**config.mk**
```make
export PLATFORM = sky130hd
export DESIGN_NAME = date_add_with_validation
export DESIGN_NICKNAME = d
export VERILOG_FILES = /design/src/rtl/core/dawv_pkg.sv /design/src/rtl/core/date_add_with_validation.sv /design/src/rtl/core/dawv_dpath.sv /design/src/rtl/core/dawv_ctrl.sv
export SDC_FILE = /design/constraint.sdc
export NUM_CORES = 1
export LEC_CHECK = 0
export BUFFER_PORTS_ARGS = -buffer_cell sky130_fd_sc_hd__buf_2
export CELL_PAD_IN_SITES_DETAIL_PLACEMENT = 0
export CELL_PAD_IN_SITES_GLOBAL_PLACEMENT = 2
export CORE_MARGIN = 4
export CORE_UTILIZATION = 42
export DETAILED_ROUTE_END_ITERATION = 10
export PLACE_DENSITY_LB_ADDON = 0.1
export REMOVE_ABC_BUFFERS = 1
export SLEW_MARGIN = 20
export SYNTH_ARGS = -nofsm -noshare
export SYNTH_HDL_FRONTEND = slang
export SYNTH_HIERARCHICAL = 1
export SYNTH_SLANG_ARGS = --single-unit
export TNS_END_PERCENT = 10
```
**constraint.sdc**
```tcl
create_clock -name clock -period 14.4 [get_ports clock]
set_input_delay 1.44 -clock clock [delete_from_list [all_inputs] [get_ports clock]]
set_output_delay 1.44 -clock clock [all_outputs]
set_load 0.05 [all_outputs]
```
**src/rtl/core/dawv_pkg.sv**
```systemverilog
`timescale 1ns / 1ps
// ----------------------------------------------------------------------------
// Date adder package
// Shared codes, constants, controller/datapath structs and the month table.
// ----------------------------------------------------------------------------
package dawv_pkg;

   localparam int REQ_DATA_W = 40;
   localparam int RSP_DATA_W = 24;

   localparam logic [1:0] OP_DAYS  = 2'd0;
   localparam logic [1:0] OP_WEEKS = 2'd1;
   localparam logic [1:0] OP_YEARS = 2'd2;

   localparam logic [1:0] STAT_OK       = 2'd0;
   localparam logic [1:0] STAT_BAD_DATE = 2'd1;
   localparam logic [1:0] STAT_OVERFLOW = 2'd2;

   localparam logic [13:0] YEAR_MIN = 14'd1000;
   localparam logic [13:0] YEAR_MAX = 14'd9998;
   localparam logic [3:0]  MONTH_DEC = 4'd12;
   localparam logic [13:0] CENT_SIZE = 14'd100;
   // 5243 / 2^19 gives year / 100 exactly for every 14-bit year
   localparam logic [12:0] RECIP_100 = 13'd5243;
   localparam logic [6:0]  CENT_LAST = 7'd99;
   localparam logic        SPLIT_TOP = 1'b1;

   typedef enum logic [2:0] {
      ST_IDLE,
      ST_SPLIT,
      ST_CHECK,
      ST_LOOP,
      ST_DONE
   } state_type;

   // controller to datapath
   typedef struct packed {
      logic load;
      logic split;
      logic check;
      logic step;
      logic emit;
   } cmd_type;

   // datapath to controller
   typedef struct packed {
      logic       split_last;
      logic       date_ok;
      logic [1:0] op;
      logic       loop_end;
      logic       step_ovf;
   } sts_type;

   function automatic logic [4:0] month_len(input logic [3:0] m, input logic leap);
      logic [4:0] len;
      begin
         case (m)
            4'd1, 4'd3, 4'd5, 4'd7, 4'd8, 4'd10, 4'd12: len = 5'd31;
            4'd4, 4'd6, 4'd9, 4'd11:                    len = 5'd30;
            4'd2:                                        len = leap ? 5'd29 : 5'd28;
            default:                                     len = 5'd0;
         endcase
         return len;
      end
   endfunction

endpackage

```
**src/rtl/core/date_add_with_validation.sv**
```systemverilog
`timescale 1ns / 1ps
// ----------------------------------------------------------------------------
// Date add with validation
// Validates a Gregorian date and adds days, weeks or years to it.
// ----------------------------------------------------------------------------
// Usage:
//   Request beats carry a start date and an amount; req_tuser selects the
//   unit (days, weeks, years). One response beat per request carries the new
//   date and a status in rsp_tuser: ok, invalid input date or year overflow.
//   On any error the date fields of the response are zero.
//   Steps: load, split of the year into century and year-in-century
//   (reciprocal multiply, then subtract), check, then for days and weeks
//   the month-stepping loop, one step per month crossed plus a final one,
//   then into the output register. A years add or an invalid date skips the
//   loop; the largest weeks amount crosses about 942 months. One request is
//   in work at a time. The next request is taken as soon as a result sits
//   in the output register, even while the receiver stalls; if a second
//   result is ready before the first is taken, the controller waits in its
//   final state. Reset returns the controller to idle and drops any
//   pending response.
// ----------------------------------------------------------------------------
module date_add_with_validation
   import dawv_pkg::*;
(
   input  logic                  clock,
   input  logic                  reset,
   input  logic                  req_tvalid,
   output logic                  req_tready,
   // [4:0] in_day, [8:5] in_month, [22:9] in_year, [34:23] amount, rest zero
   input  logic [REQ_DATA_W-1:0] req_tdata,
   // [1:0] op
   input  logic [1:0]            req_tuser,
   output logic                  rsp_tvalid,
   input  logic                  rsp_tready,
   // [4:0] out_day, [8:5] out_month, [22:9] out_year, rest zero
   output logic [RSP_DATA_W-1:0] rsp_tdata,
   // [1:0] status
   output logic [1:0]            rsp_tuser
);

   cmd_type     cmd;
   sts_type     sts;
   logic [4:0]  out_day;
   logic [3:0]  out_month;
   logic [13:0] out_year;

   dawv_ctrl u_ctrl (
      .clock      (clock),
      .reset      (reset),
      .req_tvalid (req_tvalid),
      .req_tready (req_tready),
      .rsp_tvalid (rsp_tvalid),
      .rsp_tready (rsp_tready),
      .sts        (sts),
      .cmd        (cmd)
   );

   dawv_dpath u_dpath (
      .clock      (clock),
      .cmd        (cmd),
      .sts        (sts),
      .in_op      (req_tuser),
      .in_day     (req_tdata[4:0]),
      .in_month   (req_tdata[8:5]),
      .in_year    (req_tdata[22:9]),
      .in_amount  (req_tdata[34:23]),
      .out_status (rsp_tuser),
      .out_day    (out_day),
      .out_month  (out_month),
      .out_year   (out_year)
   );

   assign rsp_tdata = {1'b0, out_year, out_month, out_day};

   // an accepted request keeps the input closed on the next cycle
   a_busy_after_accept: assert property (@(posedge clock) disable iff (reset)
      req_tvalid && req_tready |=> !req_tready)
      else $error("request taken while a previous one is in work");

   // errors return an all-zero date
   a_error_zero_date: assert property (@(posedge clock) disable iff (reset)
      rsp_tvalid && rsp_tuser != STAT_OK |-> rsp_tdata == '0)
      else $error("error response with non-zero date");

   // a good result is always a real calendar month within range
   a_ok_month_range: assert property (@(posedge clock) disable iff (reset)
      rsp_tvalid && rsp_tuser == STAT_OK |->
         out_month >= 4'd1 && out_month <= MONTH_DEC && out_year >= YEAR_MIN &&
         out_year <= YEAR_MAX && out_day != 5'd0)
      else $error("ok response outside calendar range");

   // a stalled response beat holds
   a_rsp_hold: assert property (@(posedge clock) disable iff (reset)
      rsp_tvalid && !rsp_tready |=> rsp_tvalid && $stable(rsp_tdata) && $stable(rsp_tuser))
      else $error("response beat changed while stalled");

endmodule

```
**src/rtl/core/dawv_dpath.sv**
```systemverilog
`timescale 1ns / 1ps
// ----------------------------------------------------------------------------
// Date adder datapath
// Holds the working date, splits the year into century and year-in-century,
// validates, adds years, and rolls days forward one month per step.
// ----------------------------------------------------------------------------
module dawv_dpath
   import dawv_pkg::*;
(
   input  logic                  clock,
   input  cmd_type               cmd,
   output sts_type               sts,
   input  logic [1:0]            in_op,
   input  logic [4:0]            in_day,
   input  logic [3:0]            in_month,
   input  logic [13:0]           in_year,
   input  logic [11:0]           in_amount,
   output logic [1:0]            out_status,
   output logic [4:0]            out_day,
   output logic [3:0]            out_month,
   output logic [13:0]           out_year
);

   logic [1:0]  op_ff,      op_in;
   logic [4:0]  day_ff,     day_in;
   logic [3:0]  mon_ff,     mon_in;
   logic [13:0] year_ff,    year_in;
   logic [11:0] amt_ff,     amt_in;
   logic [14:0] rest_ff,    rest_in;
   logic [7:0]  cent_ff,    cent_in;
   logic [13:0] yrem_ff,    yrem_in;
   logic        split_cnt_ff, split_cnt_in;
   logic [1:0]  status_ff,  status_in;

   logic [1:0]  o_status_ff, o_status_in;
   logic [4:0]  o_day_ff,    o_day_in;
   logic [3:0]  o_mon_ff,    o_mon_in;
   logic [13:0] o_year_ff,   o_year_in;

   logic [26:0] recip_prod;
   logic [13:0] cent_x100;
   logic        leap;
   logic [4:0]  len;
   logic        date_ok;
   logic [14:0] year_sum;
   logic [15:0] day_sum;
   logic        loop_end;
   logic [14:0] rest_load;

   assign recip_prod = {13'd0, yrem_ff} * {14'd0, RECIP_100};
   assign cent_x100  = {6'd0, cent_ff} * CENT_SIZE;

   assign leap = (yrem_ff[6:0] == 7'd0) ? (cent_ff[1:0] == 2'd0) : (yrem_ff[1:0] == 2'd0);
   assign len  = month_len(mon_ff, leap);

   assign date_ok = (year_ff >= YEAR_MIN) && (year_ff <= YEAR_MAX) &&
                    (mon_ff >= 4'd1) && (mon_ff <= MONTH_DEC) &&
                    (day_ff >= 5'd1) && (day_ff <= len);

   assign year_sum  = {1'b0, year_ff} + {3'b000, amt_ff};
   assign day_sum   = {11'd0, day_ff} + {1'b0, rest_ff};
   assign loop_end  = day_sum <= {11'd0, len};
   assign rest_load = (in_op == OP_WEEKS) ? ({in_amount, 3'b000} - {3'b000, in_amount})
                                          : {3'b000, in_amount};

   assign sts.split_last = split_cnt_ff == 1'b0;
   assign sts.date_ok    = date_ok;
   assign sts.op         = op_ff;
   assign sts.loop_end   = loop_end;
   assign sts.step_ovf   = !loop_end && (mon_ff == MONTH_DEC) && (year_ff == YEAR_MAX);

   always_comb begin
      op_in        = op_ff;
      day_in       = day_ff;
      mon_in       = mon_ff;
      year_in      = year_ff;
      amt_in       = amt_ff;
      rest_in      = rest_ff;
      cent_in      = cent_ff;
      yrem_in      = yrem_ff;
      split_cnt_in = split_cnt_ff;
      status_in    = status_ff;
      o_status_in  = o_status_ff;
      o_day_in     = o_day_ff;
      o_mon_in     = o_mon_ff;
      o_year_in    = o_year_ff;

      if (cmd.load) begin
         op_in        = in_op;
         day_in       = in_day;
         mon_in       = in_month;
         year_in      = in_year;
         amt_in       = in_amount;
         rest_in      = rest_load;
         cent_in      = 8'd0;
         yrem_in      = in_year;
         split_cnt_in = SPLIT_TOP;
         status_in    = STAT_OK;
      end

      // century by reciprocal first, then strip it off to leave year-in-century
      if (cmd.split) begin
         if (split_cnt_ff == 1'b1) begin
            cent_in = recip_prod[26:19];
         end else begin
            yrem_in = yrem_ff - cent_x100;
         end
         split_cnt_in = split_cnt_ff - 1'b1;
      end

      if (cmd.check) begin
         if (!date_ok) begin
            status_in = STAT_BAD_DATE;
         end else if (op_ff == OP_YEARS) begin
            if (year_sum > {1'b0, YEAR_MAX}) begin
               status_in = STAT_OVERFLOW;
            end else begin
               year_in = year_sum[13:0];
            end
         end
      end

      // advance one month, or finish inside the current one
      if (cmd.step) begin
         if (loop_end) begin
            day_in = day_sum[4:0];
         end else begin
            rest_in = rest_ff - {10'd0, len - day_ff};
            day_in  = 5'd0;
            if (mon_ff == MONTH_DEC) begin
               mon_in = 4'd1;
               if (year_ff == YEAR_MAX) begin
                  status_in = STAT_OVERFLOW;
               end else begin
                  year_in = year_ff + 14'd1;
                  if (yrem_ff[6:0] == CENT_LAST) begin
                     yrem_in = 14'd0;
                     cent_in = cent_ff + 8'd1;
                  end else begin
                     yrem_in = yrem_ff + 14'd1;
                  end
               end
            end else begin
               mon_in = mon_ff + 4'd1;
            end
         end
      end

      if (cmd.emit) begin
         o_status_in = status_ff;
         if (status_ff == STAT_OK) begin
            o_day_in  = day_ff;
            o_mon_in  = mon_ff;
            o_year_in = year_ff;
         end else begin
            o_day_in  = 5'd0;
            o_mon_in  = 4'd0;
            o_year_in = 14'd0;
         end
      end
   end

   always_ff @(posedge clock) begin
      op_ff        <= op_in;
      day_ff       <= day_in;
      mon_ff       <= mon_in;
      year_ff      <= year_in;
      amt_ff       <= amt_in;
      rest_ff      <= rest_in;
      cent_ff      <= cent_in;
      yrem_ff      <= yrem_in;
      split_cnt_ff <= split_cnt_in;
      status_ff    <= status_in;
      o_status_ff  <= o_status_in;
      o_day_ff     <= o_day_in;
      o_mon_ff     <= o_mon_in;
      o_year_ff    <= o_year_in;
   end

   assign out_status = o_status_ff;
   assign out_day    = o_day_ff;
   assign out_month  = o_mon_ff;
   assign out_year   = o_year_ff;

endmodule

```
**src/rtl/core/dawv_ctrl.sv**
```systemverilog
`timescale 1ns / 1ps
// ----------------------------------------------------------------------------
// Date adder controller
// Sequences load, year split, validation and the month loop, and owns the
// result valid flag.
// ----------------------------------------------------------------------------
module dawv_ctrl
   import dawv_pkg::*;
(
   input  logic    clock,
   input  logic    reset,
   input  logic    req_tvalid,
   output logic    req_tready,
   output logic    rsp_tvalid,
   input  logic    rsp_tready,
   input  sts_type sts,
   output cmd_type cmd
);

   state_type state_ff, state_in;
   logic      rsp_valid_ff, rsp_valid_in;
   logic      out_free;

   assign out_free = !rsp_valid_ff || rsp_tready;

   always_ff @(posedge clock) begin
      if (reset) begin
         state_ff     <= ST_IDLE;
         rsp_valid_ff <= 1'b0;
      end else begin
         state_ff     <= state_in;
         rsp_valid_ff <= rsp_valid_in;
      end
   end

   always_comb begin
      state_in   = state_ff;
      cmd        = '0;
      req_tready = 1'b0;
      case (state_ff)
         ST_IDLE: begin
            req_tready = 1'b1;
            if (req_tvalid) begin
               cmd.load = 1'b1;
               state_in = ST_SPLIT;
            end
         end
         ST_SPLIT: begin
            cmd.split = 1'b1;
            if (sts.split_last) begin
               state_in = ST_CHECK;
            end
         end
         ST_CHECK: begin
            cmd.check = 1'b1;
            if (sts.date_ok && (sts.op == OP_DAYS || sts.op == OP_WEEKS)) begin
               state_in = ST_LOOP;
            end else begin
               state_in = ST_DONE;
            end
         end
         ST_LOOP: begin
            cmd.step = 1'b1;
            if (sts.loop_end || sts.step_ovf) begin
               state_in = ST_DONE;
            end
         end
         ST_DONE: begin
            // hold until the output register can take the beat
            if (out_free) begin
               cmd.emit = 1'b1;
               state_in = ST_IDLE;
            end
         end
         default: begin
            state_in = ST_IDLE;
         end
      endcase
   end

   always_comb begin
      rsp_valid_in = rsp_valid_ff;
      if (cmd.emit) begin
         rsp_valid_in = 1'b1;
      end else if (rsp_tready) begin
         rsp_valid_in = 1'b0;
      end
   end

   assign rsp_tvalid = rsp_valid_ff;

endmodule

```
==> flow_metrics.py, run 1 <==
metrics = {
    "sta": {
        "final_hold_viol_count": 0,
        "fin_worst_skew_ps": 13.70,
        "period_minus_slack_ps": 5881,
        "fmax_ghz": 0.1700,
        "worst_pin_slew_ps": 964.1,
        "setup_viol": 0,
        "fin_setup_tns_ps": 0,
        "rsz0062_at_grt": "no",
        "min_period_over_period": 0.4084,
        "slew_violations": 0,
        "slew_headroom": 0.3557,
    },
    "setup_path": {
        "start_kind": "flip-flop",
        "crit_required_ps": 14630,
        "crit_chain": "inv_1, fa_1, inv_1, ha_1, fa_1, fa_1, inv_1, fa_1, inv_1, ha_1, a2111oi_0, o2111ai_1, a31oi_1, nor2b_1, o311ai_1, o311ai_0",
        "cp_max_fo": 10,
        "worstPathArrival_ps": 6110,
        "crit_type": "reg2reg",
        "slowest_delay_ps": 740,
        "cp-end-kind": "flip-flop",
        "crit_slowest_cell": "a2111oi_0",
    },
    "logic_synthesis": {
        "syn_inst": 1403,
        "synth.most_common_cell": "inv_1",
        "synth_edf_count": 45,
        "synth-main-ff-cell": "dfxtp_1",
        "synth_top_area_share": 0.2020,
        "ys_top_cells_by_count": "inv_1, ha_1, nand2_1",
        "avgSynthCellArea_um2": 8.696,
        "syn-cell-area_um2": 12200,
        "ys_warn_count": 6,
        "yosysTopAreaCell": "ha_1",
        "synth-async-reset-ratio": 0,
        "seq_area_frac_synth": 0.2109,
        "yosys-top-cells-area": "ha_1, fa_1, edfxtp_1",
        "ys_types": 82,
        "ys_seq_elements": 106,
    },
    "clock_network": {
        "numCtsBuffers": 9,
        "cts_hold_buf": 0,
        "tritoncts": "built",
        "numClockSinks": 106,
        "post_cts_resized": 0,
        "clkTransAtPathRegs_ps": 80,
        "post_cts_buffers": 0,
        "clockBufferDepth": 2,
        "htreeDepth": 3,
        "clkLatencyLatePin_ps": 370,
        "clockRootBuffer": "clkbuf_16",
    },
    "detailed_routing": {
        "routed_via_density": 5.331,
        "detailroute.via_count": 9755,
        "wl_um": 32310,
        "drcViolationCount": 0,
        "wl_per_cell_um": 17.66,
        "drtIter0Drc": 520,
        "firstDrtPassIters": 5,
        "ant_nets": 0,
    },
    "floorplan": {
        "die_area_um2": 31840,
        "core_um2": 28700,
        "initial_core_util": 0.4251,
        "die_x_um": 178.4,
        "placementRows": 62,
        "ios": 74,
        "die_y_um": 178.4,
    },
    "place": {
        "place.gp.congestion": 0.8519,
        "place.port_buffers": 67,
        "hpwl_um": 26010,
    },
    "run_status": {
        "status": "completed",
    },
    "global_routing": {
        "antenna_found_initial": 0,
        "grt_pass1_wl_um": 52130,
        "grt_usage": 0.2082,
        "grt_overflow": 0,
        "grt_max_degree": 66,
        "grt_pass1_vias": 9444,
    },
    "finish": {
        "fill_cells": 2945,
        "diodes": 0,
        "syn2layout_area_growth_pct": 7.825,
        "fin_nets": 1755,
        "layout-drive-gt1-share": 0.07884,
    },
    "job": {
        "maxCapViolCount": 0,
    },
    "min_path": {
        "hold_path_class": "reg2reg",
    },
}
state kept, by name (all words and copies together), names as in the netlist, 3 cells and up:
signal,cells
u_ctrl/state_ff,3
u_dpath/amt_ff,12
u_dpath/cent_ff,8
u_dpath/day_ff,5
u_dpath/mon_ff,4
u_dpath/out_day,5
u_dpath/out_month,4
u_dpath/out_year,14
u_dpath/rest_ff,15
u_dpath/year_ff,14
u_dpath/yrem_ff,14
kinds of logic (layout without fill, tap and decap cells):
group                      after synthesis  in the layout  synth area share
DFF                                    106            106            0.2109
and+or+nand+nor                        369            369            0.1522
muxes                                   28             28           0.02369
other                                    1              1         0.0003074
xor gates and xnor gates                74             74           0.05312
AOI/OAI and AO/OA                      308            308            0.1621
buffers and inverters                  249            292           0.07917
adders and majority gates              268            268            0.3185
cell type report:
| class | instances | area, µm² | share of cell area |
|---|---|---|---|
| repair buffers | 73 | 380.4 | 0.02891 |
| clock inverters | 7 | 62.56 | 0.004756 |
| inverters | 203 | 762.0 | 0.05792 |
| multi-input cells | 1048 | 8672 | 0.6592 |
| well taps | 384 | 480.5 | 0.03652 |
| clock buffers | 9 | 225.2 | 0.01712 |
| flip-flops and latches | 106 | 2572 | 0.1955 |
layout by cell type, fill, tap and decap left out, types with 14 or more instances in the layout:
cell / n
a211oi_1: 17
a21o_1: 19
a21oi_1: 59
buf_2: 67
dfxtp_1: 61
edfxtp_1: 45
fa_1: 71
ha_1: 197
inv_1: 202
mux2i_1: 21
nand2_1: 85
nand2b_1: 15
nand3_1: 45
nor2_1: 81
nor2b_1: 16
nor3_1: 39
o211ai_1: 17
o21a_1: 14
o21ai_0: 76
o21ai_1: 32
xnor2_1: 49
xor2_1: 25
layer usage:
layer,up-vias,global-route usage,part of all wire
li1,4971,-,-
met1,4608,0.3279,0.54
met2,156,0.3070,0.41
met3,20,0.02798,0.038
met4,0,0.03262,0.0086
met5,-,0,0
per-stage QoR:
stage               hold slack (ps)    util  setup slack (ps)  std cells  cell area, µm²
global route                  528.5  0.4583              8296       1830           13160
finish                        528.5  0.4583              8519       1830           13160
detailed placement            499.9  0.4483              8622       1814           12870
global placement              494.3  0.4483              8645       1814           12870
CTS                           513.8  0.4583              8628       1830           13160
floorplan                     436.1       -              9593       1357           12000
final timing paths:
check,startpoint,endpoint,slack [ps],cells after the start
worst max-delay path,u_dpath/yrem_ff[6]$_DFF_P_,u_dpath/cent_ff[4]$_DFF_P_,8520,16
worst min-delay path,u_dpath/rest_ff[14]$_DFF_P_,u_dpath/rest_ff[14]$_DFF_P_,530,2
worst max register to register,u_dpath/yrem_ff[6]$_DFF_P_,u_dpath/cent_ff[4]$_DFF_P_,8520,16
worst min register to register,u_dpath/rest_ff[14]$_DFF_P_,u_dpath/rest_ff[14]$_DFF_P_,530,2
critical path, delay by kind of cell, from the launching register on:
family,cells,cell delay [ps]
AOI/OAI and AO/OA,5,2050
adders and majority gates,6,2550
buffers and inverters,4,390
DFF,1,670
and+or+nand+nor,1,100
Power of run 1 is left out: the tool's default activity adds up to more than one toggle a clock period on the data nets, which glitch-free logic cannot reach.
==> run 2: changes to the inputs <==
Settings changed: ABC_AREA set to 1, CORE_UTILIZATION 42 to 37.
Clock period 14.4 ns to 6 ns, I/O delays scaled along.
==> flow_metrics.py, run 2 <==
metrics = {
    "logic_synthesis": {
        "synth.most_common_cell": "nand2_1",
        "yosys.area_share.adder": 0.2957,
        "synthMuxAreaShare": 0,
        "ys_top_cells_by_count": "nand2_1, inv_1, ha_1",
        "yosysTopAreaCell": "ha_1",
        "seq_area_frac_synth": 0.1958,
        "ys_warn_count": 6,
        "synth_compound_area_frac": 0.1191,
        "synth_edf_count": 45,
        "synth_top_family_by_area": "adder cells",
        "yosys-top-cells-area": "ha_1, fa_1, nand2_1",
        "synthXorXnorAreaFrac": 0.03799,
        "avgSynthCellArea_um2": 7.309,
        "synth_top_area_share": 0.1876,
        "syn-cell-area_um2": 13140,
        "syn_inst": 1798,
        "ys_seq_elements": 106,
        "synth-main-ff-cell": "dfxtp_1",
        "synth-async-reset-ratio": 0,
        "ys_types": 51,
        "synth-simple-area-share": 0.2354,
    },
    "setup_path": {
        "cp_max_fo": 13,
        "critPathTopFamily": "adder cells",
        "start_kind": "flip-flop",
        "cp-end-kind": "flip-flop",
        "reg2reg_depth": 21,
        "critical_path_buf_inv_count": 4,
        "slowest_delay_ps": 800,
        "crit_top_cell": "nand2_1",
        "crit_slowest_cell": "dfxtp_1",
        "crit_chain": "fa_1, ha_1, inv_1, fa_1, inv_1, fa_1, inv_1, fa_1, inv_1, ha_1, nand2_1, nor3_1, nand4_1, nand3_1, xor2_1, nand2_1, nand2_1, nand2_1, o31ai_1, nand2_1, nand2_1",
        "crit_required_ps": 6310,
        "critical_path_depth": 21,
        "worstPathArrival_ps": 5600,
        "crit_type": "reg2reg",
    },
    "detailed_routing": {
        "drtIter0Drc": 774,
        "routed_via_density": 4.962,
        "detailroute.via_count": 11468,
        "drcViolationCount": 0,
        "ant_nets": 0,
        "firstDrtPassIters": 5,
        "wl_per_cell_um": 16.30,
        "wl_um": 37680,
    },
    "sta": {
        "fin_setup_tns_ps": 0,
        "final_hold_viol_count": 0,
        "setup_ws_ps": 711.2,
        "setup_viol": 0,
        "fmax_ghz": 0.1891,
        "fin_worst_skew_ps": 12.18,
        "period_minus_slack_ps": 5289,
        "worst_pin_slew_ps": 783.3,
        "min_period_over_period": 0.8815,
        "slew_violations": 0,
        "rsz0062_at_grt": "no",
        "slew_headroom": 0.4778,
    },
    "clock_network": {
        "cts_hold_buf": 0,
        "clockRootBuffer": "clkbuf_16",
        "tritoncts": "built",
        "numClockSinks": 106,
        "clkLatencyLatePin_ps": 370,
        "clockBufferDepth": 2,
        "htreeDepth": 3,
        "clkTransAtPathRegs_ps": 80,
        "post_cts_resized": 0,
        "post_cts_buffers": 0,
        "numCtsBuffers": 9,
    },
    "min_path": {
        "hold_depth": 2,
        "hold_path_class": "in2reg",
    },
    "finish": {
        "final_cell_mix": "nand2_1, inv_1, ha_1",
        "final_common_cell": "nand2_1",
        "fin_nets": 2165,
        "fill_cells": 3729,
        "post_layout_nonfiller_instances": 2311,
        "diodes": 0,
        "layout-drive-gt1-share": 0.07220,
        "largest_reg_flops": 15,
        "utilization": 0.4089,
        "syn2layout_area_growth_pct": 8.283,
        "regMostFlops": "u_dpath/rest_ff",
    },
    "floorplan": {
        "ios": 74,
        "core_um2": 34800,
        "die_y_um": 196.5,
        "initial_core_util": 0.3776,
        "placementRows": 68,
        "die_x_um": 196.5,
        "die_area_um2": 38600,
    },
    "place": {
        "place.gp.congestion": 0.8570,
        "dp_slack_ps": 790.4,
        "place.port_buffers": 67,
        "hpwl_um": 31130,
        "dp.cells": 2295,
    },
    "global_routing": {
        "grt_pass1_wl_um": 60560,
        "grt_usage": 0.1955,
        "grt_pass1_vias": 11163,
        "antenna_found_initial": 1,
        "grt_max_degree": 63,
        "grt_overflow": 0,
    },
    "job": {
        "maxCapViolCount": 0,
    },
    "run_status": {
        "status": "completed",
    },
}
[run 2: cell count changes after synthesis, sizes merged, moves of 20 or more]
cell	before	now
o21ai	109	84
nor3	40	20
nand3	45	110
inv	203	343
xnor2	49	12
nand2	85	376
nand4	11	36
nor2	81	144
xor2	25	45
mux2i	21	0
a21oi	62	111
[run 2: final timing paths]
| kind | slack [ps] | start | end |
|---|---|---|---|
| worst max-delay path | 710 | u_dpath/yrem_ff[11]$_DFF_P_ | u_dpath/cent_ff[2]$_DFF_P_ |
| worst min register to register | 480 | u_dpath/status_ff[1]$_DFF_P_ | u_dpath/out_status[1]$_DFFE_PP_ |
| worst min-delay path | 410 | reset | u_ctrl/rsp_tvalid$_SDFFE_PP0P_ |
| worst max register to register | 710 | u_dpath/yrem_ff[11]$_DFF_P_ | u_dpath/cent_ff[2]$_DFF_P_ |
[run 2: cells by family after synthesis]
group	after synthesis
simple gates	707
xor+xnor	57
flops	106
buf+inv	385
other cells	1
compound gates	274
fa+ha+maj	268
[run 2: per-stage QoR]
stage	hold WS (ps)	area (µm²)
6_report	406.1	14230
5_1_grt	404.8	14230
4_1_cts	391.2	14230
3_5_place_dp	453.1	13940
3_3_place_gp	458.3	13940
2_1_floorplan	422.0	12920
[run 2: layout make-up]
type | count | area (µm²) | share of cell area
clock buffers | 12 | 236.5 | 0.01662
inverters | 345 | 1297 | 0.09118
repair buffers | 82 | 447.9 | 0.03148
multi-input cells | 1307 | 9054 | 0.6362
flip-flops and latches | 106 | 2572 | 0.1808
well taps | 455 | 569.3 | 0.04001
clock inverters | 4 | 52.55 | 0.003693
[run 2: metal layers]
metal,share of wire,track usage,vias to the layer above
li1,-,-,5954
met1,0.53,0.3023,5334
met2,0.43,0.2963,162
met3,0.040,0.02940,16
met4,0.0071,0.02457,2
met5,0.00035,0,-
Power of run 2 is left out for the same reason.
==> run 3: changes to the inputs <==
Settings changed: CORE_UTILIZATION 37 to 38, CTS_BUF_LIST set to sky130_fd_sc_hd__clkbuf_8.
==> flow_metrics.py, run 3 (synthesized netlist as in run 2, its figures left out) <==
metrics = {
    "clock_network": {
        "numCtsBuffers": 9,
        "tritoncts": "built",
        "clockBufferDepth": 2,
        "post_cts_resized": 0,
        "post_cts_buffers": 0,
        "cts_hold_buf": 0,
        "clkLatencyLatePin_ps": 400,
        "clkTransAtPathRegs_ps": 110,
        "htreeDepth": 3,
        "clockRootBuffer": "clkbuf_8",
        "numClockSinks": 106,
    },
    "global_routing": {
        "grt_max_degree": 64,
        "antenna_found_initial": 0,
        "grt_usage": 0.1991,
        "grt_pass1_wl_um": 61150,
        "grt_pass1_vias": 11391,
        "grt_overflow": 0,
    },
    "sta": {
        "hold_slack_ps": 354.8,
        "fin_worst_skew_ps": 12.41,
        "min_period_over_period": 0.8490,
        "worst_pin_slew_ps": 800.8,
        "rsz0062_at_grt": "no",
        "setup_ws_ps": 906.1,
        "setup_viol": 0,
        "final_hold_viol_count": 0,
        "fin_setup_tns_ps": 0,
        "fmax_ghz": 0.1963,
        "period_minus_slack_ps": 5094,
        "slew_headroom": 0.4661,
        "slew_violations": 0,
    },
    "place": {
        "place.port_buffers": 67,
        "dp_slack_ps": 925.6,
        "place.gp.congestion": 0.8459,
        "hpwl_um": 30750,
    },
    "finish": {
        "syn2layout_area_growth_pct": 7.560,
        "seqCellArea_um2": 2572,
        "final_common_cell": "nand2_1",
        "layout-drive-gt1-share": 0.07170,
        "multi_input_area_um2": 9054,
        "diodes": 0,
        "fin_nets": 2164,
        "final_cell_mix": "nand2_1, inv_1, ha_1",
        "largest_reg_flops": 15,
        "regMostFlops": "u_dpath/rest_ff",
        "fill_cells": 3598,
    },
    "setup_path": {
        "crit_top_cell": "nand2_1",
        "cp-end-kind": "flip-flop",
        "crit_required_ps": 6360,
        "cp_max_fo": 8,
        "start_kind": "flip-flop",
        "slowest_delay_ps": 690,
        "reg2reg_depth": 21,
        "worstPathArrival_ps": 5450,
        "crit_chain": "fa_1, ha_1, inv_1, fa_1, fa_1, fa_1, inv_1, ha_1, nand2_1, inv_1, nand2_1, nor3_1, nand4_1, nand3_1, xor2_1, nand2_1, nand2_1, nand2_1, o31ai_1, nand2_1, nand2_1",
        "crit_slowest_cell": "dfxtp_1",
        "crit_type": "reg2reg",
        "ff2ff_setup_slack_ps": 910,
    },
    "detailed_routing": {
        "ant_nets": 0,
        "drcViolationCount": 0,
        "drtIter0Drc": 642,
        "firstDrtPassIters": 7,
        "routed_via_density": 5.045,
        "wl_um": 37370,
        "detailroute.via_count": 11619,
        "wl_per_cell_um": 16.23,
    },
    "floorplan": {
        "die_x_um": 194.0,
        "core_um2": 33780,
        "initial_core_util": 0.3890,
        "placementRows": 67,
        "die_y_um": 194.0,
        "ios": 74,
        "die_area_um2": 37620,
    },
    "min_path": {
        "hold_path_class": "in2reg",
        "hold_depth": 2,
    },
    "job": {
        "maxCapViolCount": 0,
    },
    "run_status": {
        "status": "completed",
    },
}
run 3: cell count changes in the layout (fill, tap and decap cells not counted), sizes merged:
| cell | before | now |
|---|---|---|
| inv | 343 | 345 |
| clkinvlp | 3 | 2 |
| bufinv | 1 | 2 |
| clkbuf | 12 | 9 |
| buf | 82 | 81 |
| clkinv | 2 | 3 |
run 3: critical path, delay by kind of cell, from the launching register on:
family	cells	cell delay (ps)
adders and majority gates	6	2630
and+or+nand+nor	10	1190
DFF	1	690
xor gates and xnor gates	1	250
buffers and inverters	3	190
AOI/OAI and AO/OA	1	90
run 3: final cells by class:
class / count / area share
Timing Repair Buffer: 81 / 0.03116
Multi-Input combinational cell: 1307 / 0.6405
Sequential cell: 106 / 0.1820
Clock inverter: 7 / 0.006108
Clock buffer: 9 / 0.008763
Inverter: 345 / 0.09179
Tap cell: 448 / 0.03966
run 3: routing by layer:
metal	vias to the layer above	GRT usage	wire length [µm]
met3	14	0.02589	1280
met2	200	0.3070	16200
li1	5943	-	-
met5	-	0	0
met4	0	0.02734	281
met1	5462	0.3052	19620
run 3: path summary, 6_finish.rpt:
kind	from	endpoint
worst max-delay path	u_dpath/yrem_ff[11]$_DFF_P_	u_dpath/cent_ff[2]$_DFF_P_
worst min register to register	u_dpath/status_ff[0]$_DFF_P_	u_dpath/out_status[0]$_DFFE_PP_
worst min-delay path	reset	u_ctrl/rsp_tvalid$_SDFFE_PP0P_
worst max register to register	u_dpath/yrem_ff[11]$_DFF_P_	u_dpath/cent_ff[2]$_DFF_P_
run 3: per-stage QoR:
step                        util  area (µm²)  std cells
after global placement    0.4122       13920       2287
after global routing      0.4184       14130       2303
after CTS                 0.4184       14130       2303
after floorplan                -       12920       1758
final                     0.4184       14130       2303
after detailed placement  0.4122       13920       2287
Power of run 3 is left out for the same reason.
